$ cat src/sv/lkvc_pkg.sv
`timescale 1ns / 1ps
package lkvc_pkg;

  localparam int MAX_ENTRIES = 16;
  localparam int SLOT_W      = (MAX_ENTRIES > 1) ? $clog2(MAX_ENTRIES) : 1;
  localparam int CNT_W       = $clog2(MAX_ENTRIES + 1);
  localparam int CAP_W       = 5;
  localparam int CMP_W       = (CNT_W > CAP_W) ? CNT_W + 1 : CAP_W + 1;
  localparam int KEY_W       = 32;
  localparam int VAL_W       = 32;

  localparam logic             REQ_GET    = 1'b0;
  localparam logic             REQ_PUT    = 1'b1;
  localparam logic [VAL_W-1:0] MISS_VALUE = '1;
  localparam logic [CAP_W-1:0] CAP_RESET  = CAP_W'(16);

  typedef struct packed {
    logic             req_type;
    logic [KEY_W-1:0] lookup_key;
    logic [VAL_W-1:0] store_value;
  } req_t;

  typedef struct packed {
    logic             hit;
    logic [VAL_W-1:0] read_value;
  } rsp_t;

endpackage

$ cat src/sv/lru_key_value_cache_unit.sv
`timescale 1ns / 1ps
// Fully associative key-value cache of sixteen entries with least-recently-used
// replacement. A get (in_tuser low) returns one result transfer: out_tuser set
// and the stored value on a hit, out_tuser clear and all ones on a miss; a hit
// makes the entry the most recent. A put (in_tuser high) updates or inserts the
// key as most recent and returns nothing; when the live count then exceeds the
// capacity register, the least recent entry is evicted, one per put. Capacities
// above sixteen act as sixteen, and lowering the capacity trims the store by one
// entry per later put that hits or finds a free slot. Each request takes one
// pass through an input register, sixteen parallel key comparators with the
// age-rank update, and a result register, so the unit accepts one request per
// clock; only a stalled output register holds the input side back. The valid
// bits clear in the reset cycle itself, so there is no clearing pass. Write
// cfg_wr_data only while no request is in flight.
module lru_key_value_cache_unit (
  input  logic                       clk,
  input  logic                       rst_n,
  // Configuration: capacity register.
  input  logic                       cfg_wr_en,
  input  logic [lkvc_pkg::CAP_W-1:0] cfg_wr_data,
  // Request stream.
  input  logic                       in_tvalid,
  output logic                       in_tready,
  input  logic [63:0]                in_tdata,   // lookup_key [31:0], store_value [63:32]
  input  logic                       in_tuser,   // req_type: 0 get, 1 put
  // Result stream.
  output logic                       out_tvalid,
  input  logic                       out_tready,
  output logic [31:0]                out_tdata,  // read_value [31:0]
  output logic                       out_tuser   // hit
);

  logic [lkvc_pkg::CAP_W-1:0] capacity_r;
  logic                       req_valid_r;
  lkvc_pkg::req_t             req_r;
  logic                       req_go;
  logic                       out_can_load;
  logic                       out_load;
  logic                       in_xfer;
  lkvc_pkg::rsp_t             lookup_rsp;

  // The capacity register is written whenever the enable is high.
  always_ff @(posedge clk) begin
    if (!rst_n) begin
      capacity_r <= lkvc_pkg::CAP_RESET;
    end else if (cfg_wr_en) begin
      capacity_r <= cfg_wr_data;
    end
  end

  // A put always leaves the input register; a get needs room for its result.
  assign req_go    = req_valid_r &&
                     ((req_r.req_type == lkvc_pkg::REQ_PUT) || out_can_load);
  assign out_load  = req_go && (req_r.req_type == lkvc_pkg::REQ_GET);
  assign in_tready = !req_valid_r || req_go;
  assign in_xfer   = in_tvalid && in_tready;

  always_ff @(posedge clk) begin
    if (!rst_n) begin
      req_valid_r <= 1'b0;
    end else if (in_tready) begin
      req_valid_r <= in_tvalid;
    end
  end

  always_ff @(posedge clk) begin
    if (in_xfer) begin
      req_r.req_type    <= in_tuser;
      req_r.lookup_key  <= in_tdata[31:0];
      req_r.store_value <= in_tdata[63:32];
    end
  end

  lkvc_slot_array u_slots (
    .clk      (clk),
    .rst_n    (rst_n),
    .cmd_go   (req_go),
    .cmd      (req_r),
    .capacity (capacity_r),
    .rsp      (lookup_rsp)
  );

  lkvc_out_reg u_out (
    .clk        (clk),
    .rst_n      (rst_n),
    .load       (out_load),
    .load_rsp   (lookup_rsp),
    .can_load   (out_can_load),
    .out_tvalid (out_tvalid),
    .out_tready (out_tready),
    .out_tdata  (out_tdata),
    .out_tuser  (out_tuser)
  );

endmodule

$ cat src/sv/lkvc_slot_array.sv
`timescale 1ns / 1ps
// Slot state and the single-pass lookup, recency update and eviction.
module lkvc_slot_array (
  input  logic                      clk,
  input  logic                      rst_n,
  input  logic                      cmd_go,
  input  lkvc_pkg::req_t            cmd,
  input  logic [lkvc_pkg::CAP_W-1:0] capacity,
  output lkvc_pkg::rsp_t            rsp
);

  logic                         valid_r   [lkvc_pkg::MAX_ENTRIES];
  logic [lkvc_pkg::SLOT_W-1:0]  rank_r    [lkvc_pkg::MAX_ENTRIES];
  logic [lkvc_pkg::KEY_W-1:0]   key_r     [lkvc_pkg::MAX_ENTRIES];
  logic [lkvc_pkg::VAL_W-1:0]   data_r    [lkvc_pkg::MAX_ENTRIES];
  logic [lkvc_pkg::CNT_W-1:0]   count_r;

  logic                         valid_nxt [lkvc_pkg::MAX_ENTRIES];
  logic [lkvc_pkg::SLOT_W-1:0]  rank_nxt  [lkvc_pkg::MAX_ENTRIES];
  logic [lkvc_pkg::CNT_W-1:0]   count_nxt;

  logic                         valid_u   [lkvc_pkg::MAX_ENTRIES];
  logic [lkvc_pkg::SLOT_W-1:0]  rank_u    [lkvc_pkg::MAX_ENTRIES];
  logic [lkvc_pkg::CNT_W-1:0]   count_u;

  logic                         hit;
  logic                         has_free;
  logic                         is_put;
  logic                         evict_en;
  logic [lkvc_pkg::SLOT_W-1:0]  hit_idx;
  logic [lkvc_pkg::SLOT_W-1:0]  free_idx;
  logic [lkvc_pkg::SLOT_W-1:0]  oldest_idx;
  logic [lkvc_pkg::SLOT_W-1:0]  ins_idx;
  logic [lkvc_pkg::SLOT_W-1:0]  hit_rank;
  logic [lkvc_pkg::CNT_W-1:0]   last_rank;
  logic [lkvc_pkg::CNT_W-1:0]   last_rank_u;

  assign is_put    = (cmd.req_type == lkvc_pkg::REQ_PUT);
  assign last_rank = count_r - lkvc_pkg::CNT_W'(1);

  // Key match, first free slot and, for a full store, the oldest slot.
  always_comb begin
    hit        = 1'b0;
    has_free   = 1'b0;
    hit_idx    = '0;
    free_idx   = '0;
    oldest_idx = '0;
    for (int i = lkvc_pkg::MAX_ENTRIES - 1; i >= 0; i--) begin
      if (valid_r[i] && (key_r[i] == cmd.lookup_key)) begin
        hit     = 1'b1;
        hit_idx = lkvc_pkg::SLOT_W'(i);
      end
      if (!valid_r[i]) begin
        has_free = 1'b1;
        free_idx = lkvc_pkg::SLOT_W'(i);
      end
      if (valid_r[i] && (lkvc_pkg::CNT_W'(rank_r[i]) == last_rank)) begin
        oldest_idx = lkvc_pkg::SLOT_W'(i);
      end
    end
  end

  assign hit_rank = rank_r[hit_idx];
  assign ins_idx  = has_free ? free_idx : oldest_idx;

  // Recency update for a touch or an insert.
  always_comb begin
    count_u = count_r;
    for (int i = 0; i < lkvc_pkg::MAX_ENTRIES; i++) begin
      valid_u[i] = valid_r[i];
      rank_u[i]  = rank_r[i];
    end
    if (hit) begin
      for (int i = 0; i < lkvc_pkg::MAX_ENTRIES; i++) begin
        if (valid_r[i] && (rank_r[i] < hit_rank)) begin
          rank_u[i] = rank_r[i] + lkvc_pkg::SLOT_W'(1);
        end
      end
      rank_u[hit_idx] = '0;
    end else if (is_put) begin
      for (int i = 0; i < lkvc_pkg::MAX_ENTRIES; i++) begin
        if (valid_r[i] && (lkvc_pkg::SLOT_W'(i) != ins_idx)) begin
          rank_u[i] = rank_r[i] + lkvc_pkg::SLOT_W'(1);
        end
      end
      valid_u[ins_idx] = 1'b1;
      rank_u[ins_idx]  = '0;
      if (has_free) begin
        count_u = count_r + lkvc_pkg::CNT_W'(1);
      end
    end
  end

  // Eviction after a put: ranks are dense, so the oldest holds count - 1.
  assign last_rank_u = count_u - lkvc_pkg::CNT_W'(1);
  assign evict_en    = is_put && (hit || has_free) &&
                       (lkvc_pkg::CMP_W'(count_u) > lkvc_pkg::CMP_W'(capacity));

  always_comb begin
    count_nxt = evict_en ? last_rank_u : count_u;
    for (int i = 0; i < lkvc_pkg::MAX_ENTRIES; i++) begin
      valid_nxt[i] = valid_u[i];
      rank_nxt[i]  = rank_u[i];
      if (evict_en && valid_u[i] && (lkvc_pkg::CNT_W'(rank_u[i]) == last_rank_u)) begin
        valid_nxt[i] = 1'b0;
        rank_nxt[i]  = '0;
      end
    end
  end

  assign rsp.hit        = hit;
  assign rsp.read_value = hit ? data_r[hit_idx] : lkvc_pkg::MISS_VALUE;

  always_ff @(posedge clk) begin
    if (!rst_n) begin
      count_r <= '0;
      for (int i = 0; i < lkvc_pkg::MAX_ENTRIES; i++) begin
        valid_r[i] <= 1'b0;
        rank_r[i]  <= '0;
      end
    end else if (cmd_go) begin
      count_r <= count_nxt;
      for (int i = 0; i < lkvc_pkg::MAX_ENTRIES; i++) begin
        valid_r[i] <= valid_nxt[i];
        rank_r[i]  <= rank_nxt[i];
      end
    end
  end

  // Key and value storage carries no reset.
  always_ff @(posedge clk) begin
    if (cmd_go && is_put) begin
      if (hit) begin
        data_r[hit_idx] <= cmd.store_value;
      end else begin
        key_r[ins_idx]  <= cmd.lookup_key;
        data_r[ins_idx] <= cmd.store_value;
      end
    end
  end

endmodule

$ cat src/sv/lkvc_out_reg.sv
`timescale 1ns / 1ps
// One-entry result register on the output stream.
module lkvc_out_reg (
  input  logic                       clk,
  input  logic                       rst_n,
  input  logic                       load,
  input  lkvc_pkg::rsp_t             load_rsp,
  output logic                       can_load,
  output logic                       out_tvalid,
  input  logic                       out_tready,
  output logic [lkvc_pkg::VAL_W-1:0] out_tdata,
  output logic                       out_tuser
);

  logic           valid_r;
  logic           valid_nxt;
  lkvc_pkg::rsp_t rsp_r;

  assign can_load  = !valid_r || out_tready;
  assign valid_nxt = load || (valid_r && !out_tready);

  always_ff @(posedge clk) begin
    if (!rst_n) begin
      valid_r <= 1'b0;
    end else begin
      valid_r <= valid_nxt;
    end
  end

  always_ff @(posedge clk) begin
    if (load) begin
      rsp_r <= load_rsp;
    end
  end

  assign out_tvalid = valid_r;
  assign out_tdata  = rsp_r.read_value;
  assign out_tuser  = rsp_r.hit;

endmodule

$ cat config.mk
export PLATFORM = sky130hd
export DESIGN_NAME = lru_key_value_cache_unit
export DESIGN_NICKNAME = d
export VERILOG_FILES = /design/src/sv/lkvc_pkg.sv /design/src/sv/lru_key_value_cache_unit.sv /design/src/sv/lkvc_slot_array.sv /design/src/sv/lkvc_out_reg.sv
export SDC_FILE = /design/constraint.sdc
export NUM_CORES = 2
export LEC_CHECK = 0
export ABC_AREA = 1
export BUFFER_PORTS_ARGS = -buffer_cell sky130_fd_sc_hd__clkbuf_2
export CAP_MARGIN = 20
export CORE_MARGIN = 2
export CORE_UTILIZATION = 55
export CTS_BUF_LIST = sky130_fd_sc_hd__clkbuf_16
export CTS_CLUSTER_SIZE = 24
export DETAILED_ROUTE_END_ITERATION = 16
export GPL_TIMING_DRIVEN = 0
export PLACE_DENSITY = 0.7
export SLEW_MARGIN = 10
export SYNTH_ARGS = -nofsm -noshare
export SYNTH_HDL_FRONTEND = slang
export SYNTH_SLANG_ARGS = --single-unit
export TNS_END_PERCENT = 10
$ cat constraint.sdc
create_clock -name clk -period 5.5 [get_ports clk]
set_input_delay 0.825 -clock clk [delete_from_list [all_inputs] [get_ports clk]]
set_output_delay 0.825 -clock clk [all_outputs]
set_load 0.05 [all_outputs]
==> metrics.yaml <==
sta:
  fin_worst_skew_ns: 0.0517
  drv_slew: 0
  tightest_slew_ns: 1.23
  rsz0062_at_grt: "yes"
  slew_headroom_pct: 17.9
  fmaxAchievable_mhz: 166
  hold_viol_final: 0
  fin_crit_sh_pct: 109
  finalCriticalPeriod_ns: 6.01
  setup_slack_ns: -0.512
  setup_violations: 342
  whs_ns: 0.248
die:
  initial_core_util_pct: 55.4
  pin_count: 110
  die_w_um: 324
  design.die.area_sq_um: 105000
  core_area_sq_um: 102000
  num_rows: 117
  dieHeight_um: 324
power:
  p_leak_nw: 25.4
  ir_worst_vdd_uv: 348
  power.density_nw_per_um2: 301
  finalPower_mw: 20.7
yosys:
  synth_edf_count: 1202
  ys.warnings.count: 0
  synth_area_leader_cell: "edfxtp_1"
  async_reset_ff_share_pct: 0
  ys_types: 62
  synthTopCellsByArea: "edfxtp_1, nand2_1, nand3_1"
  synth_top_area_share_pct: 64.0
  postSynthCellCount: 5157
  synth.avg_cell_area_sq_um: 10.9
  syn_nets: 5304
  synth_ff_type: "edfxtp_1"
  syn_area_sq_um: 56400
  ys_seq_elements: 1214
  yosysSeqAreaShare_pct: 64.4
place:
  port_buffers: 109
  dp_hpwl_mm: 135
  gp_congestion: 1.04
  place_ws_ns: -4.03
  post_dp_cell_area_sq_um: 60200
grt:
  grt_busiest_layer: "met2"
  grt_usage_pct: 40.2
  antenna_found_initial: 12
  use_met3_pct: 13.4
  use_met1_pct: 51.1
  first_global_vias: 43291
  grt_overflow: 0
  grtUsageMet2_pct: 59.8
  grt_max_degree: 52
  grt_pass1_wl_mm: 298
worst_setup_path:
  critPathMaxFanout: 8
  crit_path_start_kind: "flip-flop"
  cpMostUsedCell: "nand2_2"
  critPathMaxStageDelay_ns: 0.56
  required_ns: 5.98
  end_kind: "flip-flop"
  crit_type: "flip-flop to flip-flop"
  arrival_ns: 6.49
  reg2reg_depth: 42
  critPathSlowestCell: "edfxtp_1"
final_layout:
  area_growth_pct: 22.2
  multi_input_area_sq_um: 19500
  drive_gt1_share_pct: 21.0
  nets: 5847
  layout_commonest_cell: "nand2_1"
  finalInstanceArea_sq_um: 68900
  seqCellArea_sq_um: 36300
  post-route-util_pct: 67.7
  final_cell_mix: "nand2_1, edfxtp_1, inv_1, nand3_1, buf_4"
  fillCellCount: 7406
clocking:
  cts.sinks: 1214
  htreeDepth: 3
  cts_buffers: 120
  path_clk_slew_ns: 0.06
  insertion_delay_ns: 0.76
  cts_root_buf: "clkbuf_16"
  clockBufferDepth: 3
  cts_tree: "done"
routing:
  drt_iter0_drc: 8175
  ant_nets: 0
  avgRoutedWirePerCell_um: 29.7
  vias: 46437
  wl_mm: 213
  vias_per_cell: 6.47
  drc_errors: 0
  firstDrtPassIters: 7
run_status:
  violations: "negative setup slack"
  status: "finished, violations left"
hold_path:
  worstHoldPathType: "input port to flip-flop"
  timing.hold.worst_path_depth: 1
job:
  drv_cap: 0
through the flow:
stage	cells	TNS (ns)
global placement	6634	-3632.52
detailed placement	6702	-1307.80
global route	7170	-112.19
floorplan	5157	-22.69
finish	7177	-79.08
CTS	7092	-24.49
synthesized netlist by cell type, types with 31 or more instances:
master     instances
o21ai_1           44
o2111ai_1         31
a211oi_1          50
o21ai_0          157
edfxtp_1        1202
xor2_1           100
nand4_1          110
a221oi_1          92
nand3_1          351
ha_1              72
o22ai_1          122
xnor2_1           96
nand2_1         1310
a21oi_1          107
nor2_1           307
nand2_2           35
nor4_1            32
nor3_1            52
o211ai_1          39
clkbuf_1         118
inv_2             40
buf_2             49
inv_1            379
routing by layer:
metal	vias to the layer above	part of all wire [%]
li1	19435	-
met1	22158	34
met2	3887	43
met3	949	15
met4	8	7.7
met5	-	0.037
what timing repair did:
action	in CTS	in global routing
hold buffers	0	0
buffers inserted	172	83
pin swaps	132	154
endpoints found under the setup margin	1142	806
cloned	1	1
resized for setup	430	293
worst max-delay path, delay by kind of cell (launching register included):
family / cells / cell delay [ns]
flip-flops: 1 / 0.56
adder cells (fa/ha/maj): 1 / 0.23
buffers and inverters: 9 / 1.35
AO/OA/AOI/OAI: 4 / 0.76
AND/OR/NAND/NOR: 28 / 2.78
layout make-up:
cell class | instances | area share, %
diodes | 7 | 0.0254
plain buffers | 202 | 2.42
clock buffers | 125 | 4.54
clock inverters | 99 | 1.02
inverters | 429 | 2.50
multi-input cells | 3301 | 28.4
flip-flops and latches | 1214 | 52.7
well taps | 1368 | 2.48
repair buffers | 432 | 5.90
logic make-up after synthesis:
logic type,share of synthesized area [%]
adders and majority gates,1.60
and+or+nand+nor,17.7
DFF,64.4
buffers and inverters,4.72
xor gates and xnor gates,3.22
AOI/OAI and AO/OA,8.29
sequential cells by signal (all words and copies together), names as in the netlist:
register,flops
req_valid_r,1
u_out.out_tvalid,1
u_out.out_tdata,32
u_slots.data_r,512
req_r,65
u_slots.valid_r,16
capacity_r,5
u_slots.rank_r,64
u_out.out_tuser,1
u_slots.key_r,512
u_slots.count_r,5
final timing paths:
check / start / endpoint / slack [ns]
max: req_r[61] / u_slots.valid_r[0][8] / -0.51
min: in_tdata[10] / req_r[42] / 0.25
min reg2reg: capacity_r[3] / capacity_r[3] / 0.49
max reg2reg: req_r[61] / u_slots.valid_r[0][8] / -0.51
power breakdown:
part / total, mW / switching [mW] / internal, mW
clock network: 8.09 / 3.63 / 4.46
logic: 2.16 / 1.44 / 0.715
registers: 10.5 / 0.189 / 10.3
total: 20.7 / 5.26 / 15.5
Power figures use the tool's default switching activity.
